**config.mk**
```make
export PLATFORM = sky130hd
export DESIGN_NAME = hdlc_time_frame_deframer_crc_unit_flat
export DESIGN_NICKNAME = d
export VERILOG_FILES = /design/src/rtl/hdtf_pkg.sv /design/src/rtl/hdtf_if.sv /design/src/rtl/hdtf_front.sv /design/src/rtl/hdtf_queue.sv /design/src/rtl/hdtf_back.sv /design/src/rtl/hdlc_time_frame_deframer_crc_unit.sv /design/src/flat_wrapper.sv
export SDC_FILE = /design/constraint.sdc
export NUM_CORES = 1
export LEC_CHECK = 0
export ABC_AREA = 1
export BUFFER_PORTS_ARGS = -buffer_cell sky130_fd_sc_hd__buf_2
export CAP_MARGIN = 5
export CORE_MARGIN = 2
export CORE_UTILIZATION = 59
export DETAILED_ROUTE_END_ITERATION = 7
export PLACE_DENSITY = 0.87
export SLEW_MARGIN = 5
export SYNTH_ARGS = -nofsm -noshare
export SYNTH_HDL_FRONTEND = slang
export SYNTH_SLANG_ARGS = --single-unit
```
**constraint.sdc**
```tcl
create_clock -name clk -period 2.97 [get_ports clk]
set_clock_uncertainty 0.15 [all_clocks]
set_input_delay 0.4455 -clock clk [delete_from_list [all_inputs] [get_ports clk]]
set_output_delay 0.4455 -clock clk [all_outputs]
set_load 0.1 [all_outputs]
```
**src/rtl/hdtf_pkg.sv**
```systemverilog
// ----------------------------------------------------------------------------
// hdtf_pkg: shared types and constants of the time frame deframer
// Operation codes passed from the classifier to the executing back end, the
// queue entry format and the byte-wide CRC-16 update.
// ----------------------------------------------------------------------------
package hdtf_pkg;

	localparam logic [7:0]  AddrByte = 8'h01;
	localparam logic [7:0]  LenMask  = 8'hFE;
	localparam logic [15:0] CrcPoly  = 16'h1021;
	localparam logic [15:0] CrcInit  = 16'hFFFF;
	// Highest position the byte counter reaches: header, 254 payload, trailer.
	localparam logic [8:0]  PosMax   = 9'd258;

	typedef enum logic [2:0] {
		OP_START,
		OP_CRC,
		OP_PAYLOAD,
		OP_TRAIL_HI,
		OP_CLOSE
	} op_t;

	typedef struct packed {
		op_t        op;
		logic [7:0] data;
		logic [1:0] ftype;
		logic [7:0] flen;
	} qent_t;

	function automatic logic [7:0] rev8(input logic [7:0] b);
		logic [7:0] r;
		for (int i = 0; i < 8; i++) begin
			r[7 - i] = b[i];
		end
		return r;
	endfunction

	// One byte of CRC-16, input reflected, MSB-first register.
	function automatic logic [15:0] crc_upd(input logic [15:0] c, input logic [7:0] b);
		logic [15:0] r;
		r = c ^ {rev8(b), 8'h00};
		for (int i = 0; i < 8; i++) begin
			if (r[15]) begin
				r = {r[14:0], 1'b0} ^ CrcPoly;
			end else begin
				r = {r[14:0], 1'b0};
			end
		end
		return r;
	endfunction

endpackage

```
**src/rtl/hdtf_if.sv**
```systemverilog
// ----------------------------------------------------------------------------
// hdtf_if: stream channels of the time frame deframer
// Received byte channel and result channel, both valid/ready.
// ----------------------------------------------------------------------------
interface hdtf_rx_if;
	logic       valid;
	logic       ready;
	logic [7:0] rx_byte;

	modport source (output valid, output rx_byte, input ready);
	modport sink (input valid, input rx_byte, output ready);
endinterface

interface hdtf_res_if;
	logic       valid;
	logic       ready;
	logic       result_kind;
	logic [7:0] payload_byte;
	logic [1:0] frame_type;
	logic [7:0] payload_length;
	logic       crc_good;
	logic       frame_end;

	modport source (output valid, output result_kind, output payload_byte,
		output frame_type, output payload_length, output crc_good,
		output frame_end, input ready);
	modport sink (input valid, input result_kind, input payload_byte,
		input frame_type, input payload_length, input crc_good,
		input frame_end, output ready);
endinterface

```
**src/rtl/hdtf_front.sv**
```systemverilog
// ----------------------------------------------------------------------------
// hdtf_front: frame position tracker and byte classifier
// Follows the frame structure byte by byte and queues one operation for each
// byte that matters to the back end.
// ----------------------------------------------------------------------------
module hdtf_front (
	input  logic          clk,
	input  logic          arst_n,
	hdtf_rx_if.sink       rx,
	input  logic          q_full,
	output logic          push,
	output hdtf_pkg::qent_t push_ent
);
	import hdtf_pkg::*;

	logic [8:0] pos_q;
	logic [7:0] len_q;
	logic [1:0] type_q;
	logic [8:0] pos_nx;
	logic [7:0] len_nx;
	logic [1:0] type_nx;
	logic       acc;
	logic       want;
	op_t        op;
	logic [3:0] nib;
	logic [8:0] trail_pos;

	assign rx.ready  = ~q_full;
	assign acc       = rx.valid & ~q_full;
	assign nib       = rx.rx_byte[7:4];
	assign trail_pos = {1'b0, len_q} + 9'd3;

	always_comb begin
		pos_nx  = pos_q;
		len_nx  = len_q;
		type_nx = type_q;
		want    = 1'b0;
		op      = OP_CRC;
		if (pos_q == 9'd0) begin
			len_nx  = 8'd0;
			type_nx = 2'd0;
			if (rx.rx_byte == AddrByte) begin
				want   = 1'b1;
				op     = OP_START;
				pos_nx = 9'd1;
			end
		end else if (pos_q == 9'd1) begin
			len_nx = rx.rx_byte & LenMask;
			want   = 1'b1;
			pos_nx = 9'd2;
		end else if (pos_q == 9'd2) begin
			if (nib[3:2] == 2'b00 && nib[1:0] != 2'b00) begin
				type_nx = nib[1:0] - 2'd1;
				want    = 1'b1;
				pos_nx  = 9'd3;
			end else begin
				pos_nx = 9'd0;
			end
		end else if (pos_q < trail_pos) begin
			want   = 1'b1;
			op     = OP_PAYLOAD;
			pos_nx = pos_q + 9'd1;
		end else if (pos_q == trail_pos) begin
			want   = 1'b1;
			op     = OP_TRAIL_HI;
			pos_nx = pos_q + 9'd1;
		end else begin
			want   = 1'b1;
			op     = OP_CLOSE;
			pos_nx = 9'd0;
		end
	end

	assign push           = acc & want;
	assign push_ent.op    = op;
	assign push_ent.data  = rx.rx_byte;
	assign push_ent.ftype = type_nx;
	assign push_ent.flen  = len_nx;

	always_ff @(posedge clk or negedge arst_n) begin
		if (!arst_n) begin
			pos_q  <= 9'd0;
			len_q  <= 8'd0;
			type_q <= 2'd0;
		end else if (acc) begin
			pos_q  <= pos_nx;
			len_q  <= len_nx;
			type_q <= type_nx;
		end
	end

`ifndef SYNTHESIS
	a_pos_range: assert property (@(posedge clk) disable iff (!arst_n)
		pos_q <= PosMax)
		else $error("frame position beyond the longest frame");
`endif

endmodule

```
**src/rtl/hdtf_queue.sv**
```systemverilog
// ----------------------------------------------------------------------------
// hdtf_queue: two-entry queue between classifier and back end
// Lets the classifier keep taking bytes while the result side stalls.
// ----------------------------------------------------------------------------
module hdtf_queue (
	input  logic            clk,
	input  logic            arst_n,
	input  logic            push,
	input  hdtf_pkg::qent_t push_ent,
	output logic            full,
	input  logic            pop,
	output logic            head_valid,
	output hdtf_pkg::qent_t head_ent
);
	import hdtf_pkg::*;

	qent_t      ent_q [2];
	logic       wr_q;
	logic       rd_q;
	logic [1:0] cnt_q;

	assign full       = (cnt_q == 2'd2);
	assign head_valid = (cnt_q != 2'd0);
	assign head_ent   = ent_q[rd_q];

	always_ff @(posedge clk) begin
		if (push) begin
			ent_q[wr_q] <= push_ent;
		end
	end

	always_ff @(posedge clk or negedge arst_n) begin
		if (!arst_n) begin
			wr_q  <= 1'b0;
			rd_q  <= 1'b0;
			cnt_q <= 2'd0;
		end else begin
			if (push) begin
				wr_q <= ~wr_q;
			end
			if (pop) begin
				rd_q <= ~rd_q;
			end
			cnt_q <= cnt_q + {1'b0, push} - {1'b0, pop};
		end
	end

`ifndef SYNTHESIS
	a_no_overflow: assert property (@(posedge clk) disable iff (!arst_n)
		full |-> !push)
		else $error("push into a full queue");
	a_no_underflow: assert property (@(posedge clk) disable iff (!arst_n)
		pop |-> head_valid)
		else $error("pop from an empty queue");
`endif

endmodule

```
**src/rtl/hdtf_back.sv**
```systemverilog
// ----------------------------------------------------------------------------
// hdtf_back: CRC engine and result register
// Executes queued operations: runs the CRC, keeps the trailer high byte and
// loads payload and status results into the output register.
// ----------------------------------------------------------------------------
module hdtf_back (
	input  logic            clk,
	input  logic            arst_n,
	input  logic            head_valid,
	input  hdtf_pkg::qent_t head_ent,
	output logic            pop,
	hdtf_res_if.source      res
);
	import hdtf_pkg::*;

	logic [15:0] crc_q;
	logic [7:0]  hi_q;
	logic        out_valid_q;
	logic        kind_q;
	logic [7:0]  pbyte_q;
	logic [1:0]  ftype_q;
	logic [7:0]  flen_q;
	logic        good_q;
	logic        emits;
	logic        slot_free;
	logic [15:0] crc_in;
	logic [15:0] crc_nx;
	logic [15:0] tx_crc;

	assign emits     = (head_ent.op == OP_PAYLOAD) || (head_ent.op == OP_CLOSE);
	assign slot_free = ~out_valid_q | res.ready;
	assign pop       = head_valid & (~emits | slot_free);
	assign crc_in    = (head_ent.op == OP_START) ? CrcInit : crc_q;
	assign crc_nx    = crc_upd(crc_in, head_ent.data);
	assign tx_crc    = {rev8(~hi_q), rev8(~head_ent.data)};

	always_ff @(posedge clk or negedge arst_n) begin
		if (!arst_n) begin
			crc_q       <= CrcInit;
			out_valid_q <= 1'b0;
		end else begin
			if (pop && emits) begin
				out_valid_q <= 1'b1;
			end else if (res.ready) begin
				out_valid_q <= 1'b0;
			end
			if (pop) begin
				case (head_ent.op)
					OP_START, OP_CRC, OP_PAYLOAD: begin
						crc_q <= crc_nx;
					end
					default: begin
					end
				endcase
			end
		end
	end

	always_ff @(posedge clk) begin
		if (pop) begin
			case (head_ent.op)
				OP_TRAIL_HI: begin
					hi_q <= head_ent.data;
				end
				OP_PAYLOAD: begin
					kind_q  <= 1'b0;
					pbyte_q <= head_ent.data;
					ftype_q <= head_ent.ftype;
					flen_q  <= head_ent.flen;
					good_q  <= 1'b0;
				end
				OP_CLOSE: begin
					kind_q  <= 1'b1;
					pbyte_q <= 8'd0;
					ftype_q <= head_ent.ftype;
					flen_q  <= head_ent.flen;
					good_q  <= (tx_crc == crc_q);
				end
				default: begin
				end
			endcase
		end
	end

	assign res.valid          = out_valid_q;
	assign res.result_kind    = kind_q;
	assign res.payload_byte   = pbyte_q;
	assign res.frame_type     = ftype_q;
	assign res.payload_length = flen_q;
	assign res.crc_good       = good_q;
	assign res.frame_end      = kind_q;

`ifndef SYNTHESIS
	a_close_shown: assert property (@(posedge clk) disable iff (!arst_n)
		(pop && head_ent.op == OP_CLOSE) |=> (out_valid_q && kind_q))
		else $error("frame close did not load a status result");
	a_no_overwrite: assert property (@(posedge clk) disable iff (!arst_n)
		(pop && emits) |-> slot_free)
		else $error("result register overwritten before transfer");
`endif

endmodule

```
**src/rtl/hdlc_time_frame_deframer_crc_unit.sv**
```systemverilog
// ----------------------------------------------------------------------------
// hdlc_time_frame_deframer_crc_unit: time frame deframer with CRC-16 check
// Hunts for frames in a received byte stream, passes payload bytes on and
// closes each frame with a status result carrying type, length and CRC check.
// ----------------------------------------------------------------------------
//
//  Channel  Direction  Carries
//  -------  ---------  ------------------------------------------------------
//  rx       in         one received byte per transfer (rx_byte)
//  res      out        payload byte or frame status (kind, byte, type, length,
//                      crc_good, frame_end)
//
// One byte is taken in every cycle unless the queue is full; the classifier
// classifies each byte combinationally and the CRC engine in the back end
// updates a whole byte at once. A byte is first written into the two-entry
// queue; its result is loaded into the output register at the edge at which
// it leaves the queue, and that register drives res valid.
// A stalled result holds the back end only; the queue keeps absorbing bytes,
// and rx drops ready only once both queue entries are occupied.
// Reset clears the frame position (hunting for the address byte), the queue
// and the output valid, and loads the CRC register with all ones.
// ----------------------------------------------------------------------------
module hdlc_time_frame_deframer_crc_unit (
	input  logic        clk,
	input  logic        arst_n,
	hdtf_rx_if.sink     rx,
	hdtf_res_if.source  res
);
	import hdtf_pkg::*;

	// Classifier output into the queue.
	logic  push;
	qent_t push_ent;
	logic  q_full;

	// Queue head towards the back end.
	logic  head_valid;
	qent_t head_ent;
	logic  pop;

	// The front end tracks position, length and type and decides what each
	// byte means; bytes outside a frame never enter the queue.
	hdtf_front u_front (
		.clk      (clk),
		.arst_n   (arst_n),
		.rx       (rx),
		.q_full   (q_full),
		.push     (push),
		.push_ent (push_ent)
	);

	hdtf_queue u_queue (
		.clk        (clk),
		.arst_n     (arst_n),
		.push       (push),
		.push_ent   (push_ent),
		.full       (q_full),
		.pop        (pop),
		.head_valid (head_valid),
		.head_ent   (head_ent)
	);

	// The back end owns the CRC and the output register; it stalls only when
	// an operation that produces a result meets a full output register.
	hdtf_back u_back (
		.clk        (clk),
		.arst_n     (arst_n),
		.head_valid (head_valid),
		.head_ent   (head_ent),
		.pop        (pop),
		.res        (res)
	);

endmodule
```
**src/flat_wrapper.sv**
```systemverilog
// flat-port wrapper written by rule: the top's interface ports become plain ports
module hdlc_time_frame_deframer_crc_unit_flat import hdtf_pkg::*;
  (clk, arst_n, rx_valid, rx_rx_byte, rx_ready, res_valid, res_result_kind, res_payload_byte, res_frame_type, res_payload_length, res_crc_good, res_frame_end, res_ready);
  hdtf_rx_if rx_i ();
  hdtf_res_if res_i ();
  input  logic clk;
  input  logic arst_n;
  input wire logic [$bits(rx_i.valid)-1:0] rx_valid;
  input wire logic [$bits(rx_i.rx_byte)-1:0] rx_rx_byte;
  output wire logic [$bits(rx_i.ready)-1:0] rx_ready;
  output wire logic [$bits(res_i.valid)-1:0] res_valid;
  output wire logic [$bits(res_i.result_kind)-1:0] res_result_kind;
  output wire logic [$bits(res_i.payload_byte)-1:0] res_payload_byte;
  output wire logic [$bits(res_i.frame_type)-1:0] res_frame_type;
  output wire logic [$bits(res_i.payload_length)-1:0] res_payload_length;
  output wire logic [$bits(res_i.crc_good)-1:0] res_crc_good;
  output wire logic [$bits(res_i.frame_end)-1:0] res_frame_end;
  input wire logic [$bits(res_i.ready)-1:0] res_ready;
  assign rx_i.valid = rx_valid;
  assign rx_i.rx_byte = rx_rx_byte;
  assign rx_ready = rx_i.ready;
  assign res_valid = res_i.valid;
  assign res_result_kind = res_i.result_kind;
  assign res_payload_byte = res_i.payload_byte;
  assign res_frame_type = res_i.frame_type;
  assign res_payload_length = res_i.payload_length;
  assign res_crc_good = res_i.crc_good;
  assign res_frame_end = res_i.frame_end;
  assign res_i.ready = res_ready;
  hdlc_time_frame_deframer_crc_unit u_core (.clk(clk), .arst_n(arst_n), .rx(rx_i), .res(res_i));
endmodule
```
==> run summary <==
Fill count: 736
Crit Path Max Fanout: 5
Asr flop ratio synth: 0.364
Number of antenna diodes: 0
Post-synthesis cell type count: 36
Synth top area share: 0.366
Final Cycle Share: 0.926
Vias in the first global route: 4041
Worst min-delay path class: in2async
Most used cell, CP: nand2_1
Syn avg cell area: 9.21 um^2
Crit-path slowest cell: dfrtp_1
CP Capture Type: flop
Commonest non-fill, non-tap cell in the layout: nand2_1
Post-synth EDFFs: 70
Layout cells sized above 1: 0.183
GR Util All Layers: 0.235
Area contributors post-synth: edfxtp_1 37%, nand2_1 12%, dfrtp_1 10%
Sequential fraction of the synthesis area: 0.544
Final #Nets: 690
Initial Util: 0.599
Status: finished, final reports clean
Htree depth: 3
Post-CTS setup buffer count: 0
CTS root buffer: clkbuf_8
Clock slew at reported path FFs: 110 ps
Vias: 4291
Gpl congestion: 0.921
Die area: 10500 um^2
Num rows: 36
Period minus WS final: 2750 ps
Post-route DRC violation count: 0
Worst Path Arrival: 2870 ps
Largest net degree at the start of global routing: 41
Design area: 6260 um^2
Slowest stage delay, CP: 340 ps
Worst setup SP type: flop
Commonest non-fill, non-tap cells in the layout: 180 x nand2_1, 82 x inv_1, 70 x edfxtp_1, 42 x nand3_1, 34 x buf_2
Drt via density: 5.37
Fin. Hold Viols: 0
TritonCTS sink count: 110
Fmax: 364 MHz
CP Cell Sequence: inv_1 > ha_1 > or2_2 > nor3_2 > nand2_1 > xor2_1 > ha_1 > nand2_1 > nor2_2 > nand3_1 > nand3_1 > nand2_1 > nand3_1 > nand2_1 > nand2_1 > o21ai_0
Synth area leader: edfxtp_1
Clk Latency, worst-skew pair: 380 ps
Unrepaired setup endpoints after global routing: no
Crit Path Category: reg2reg
Finished Core Util: 0.653
First-pass GRT wire length: 18800 um
Setup TNS: 0 ps
# resized after CTS: 0
Slew @ Worst Pin: 948 ps
Post-DRT Antenna Nets: 0
First-pass iteration count of the detailed router: 5
Synth warn: 0
Syn Nets: 653
CTS tree: done
Synthesized area: 5750 um^2
Cells after Synth: 624
Top-Level Pins: 35
Max-cap violations: 0
Clock Path Buffers: 2
DRT Wirelength: 11500 um
Final Max Slew Viols: 0
DR iter-0 viols: 334
Area Growth Syn to Fin: 9.02%
Flops & latches, synth: 110
Final Setup Violations: 0
Hold buffer count at CTS: 0
CTS buffer count: 9
Die height: 103 um
Worst endpoint required time: 3090 ps
Core area: 9590 um^2
Initial antenna violation count: 0
Slew margin rel.: 0.368
Die X: 103 um
Port bufs: 34
Gr ovfl total: 0
Top FF cell, synth: edfxtp_1
Drt wl/cell: 14.4 um
Placed cell areas: 6030 um^2
Post-DP HPWL: 8320 um
-- flip-flops by register name, indices dropped and copies added (netlist names) --
register and count:
u_core.u_front.type_q 2, u_core.u_queue.ent_q 42, u_core.u_back.res.payload_byte 8, u_core.u_front.pos_q 9, u_core.u_back.hi_q 8, u_core.u_queue.rd_q 1, u_core.u_back.res.crc_good 1, u_core.u_back.res.valid 1
u_core.u_queue.cnt_q 2, u_core.u_front.len_q 8, u_core.u_queue.wr_q 1, u_core.u_back.res.frame_end 1, u_core.u_back.res.payload_length 8, u_core.u_back.res.frame_type 2, u_core.u_back.crc_q 16
-- Yosys cell counts (2+ instances only) --
master and number:
nor3_1 4, nand3_1 42, nand3_2 5, o21ai_1 4, or2_1 4, buf_6 5, buf_4 2, inv_1 82
dfstp_2 16, xnor2_1 2, nand2_4 2, inv_2 7, dfrtp_1 24, nand2_1 181, edfxtp_1 70, xor2_1 27
o21ai_0 26, nor2_4 3, nor2_1 34, or2_2 3, nand4_1 10, ha_1 17, buf_2 2, and3_1 2
clkbuf_1 5, o21ai_2 7, a21oi_1 17, nand2_2 13
-- worst max-delay path: cells and delay by family, from the launching register on --
kind	cells	cell delay, ps
buf+inv	1	80
compound gates	1	70
fa+ha+maj	2	510
xor+xnor	1	150
simple gates	11	1350
flops	1	340
-- cells by family after synthesis --
kind of cell / Yosys count / synth area share
AND/OR/NAND/NOR: 306 / 0.239
XOR/XNOR: 29 / 0.0442
flip-flops: 110 / 0.544
buffers and inverters: 105 / 0.0801
adder cells (fa/ha/maj): 17 / 0.0370
AO/OA/AOI/OAI: 57 / 0.0557
-- layout make-up --
class / instances / area (um^2) / share of cell area
clock inverter: 7 / 88.8 / 0.0142
tap: 133 / 166 / 0.0266
timing repair buffer: 41 / 235 / 0.0376
sequential: 110 / 3120 / 0.499
clock buffer: 9 / 124 / 0.0198
multi-input combinational: 409 / 2190 / 0.349
inverter: 90 / 340 / 0.0543
-- per-stage QoR --
| stage | cells | hold slack, ps | setup slack, ps |
|---|---|---|---|
| 5_1_grt | 799 | 113 | 18.2 |
| 2_1_floorplan | 624 | -0.0911 | 247 |
| 6_report | 799 | 57.0 | 220 |
| 3_5_place_dp | 783 | 321 | 88.3 |
| 3_3_place_gp | 783 | 308 | 243 |
| 4_1_cts | 799 | 68.9 | 91.7 |
-- final timing paths --
check                                         from                      end  cells past startpoint  slack, ps
setup / recovery           u_core.u_front.len_q[0]  u_core.u_front.pos_q[1]                     16        220
setup reg to reg           u_core.u_front.len_q[0]  u_core.u_front.pos_q[1]                     16        220
max in group asynchronous                   arst_n  u_core.u_front.pos_q[0]                      1       2030
hold reg to reg             u_core.u_back.crc_q[7]   u_core.u_back.crc_q[7]                      2        330
hold / removal                              arst_n      u_core.u_queue.rd_q                      1         60
min in group clk                         res_ready  u_core.u_back.res.valid                      2        120
-- metal layers --
metal	track usage	vias to the layer above	share of wire
li1	-	2079	-
met1	0.323	2011	0.45
met2	0.367	170	0.46
met3	0.0400	31	0.057
met4	0.112	0	0.032
met5	0	-	0
Power is left out: the tool's default activity adds up to more than one toggle a clock period on the data nets, which glitch-free logic cannot reach.
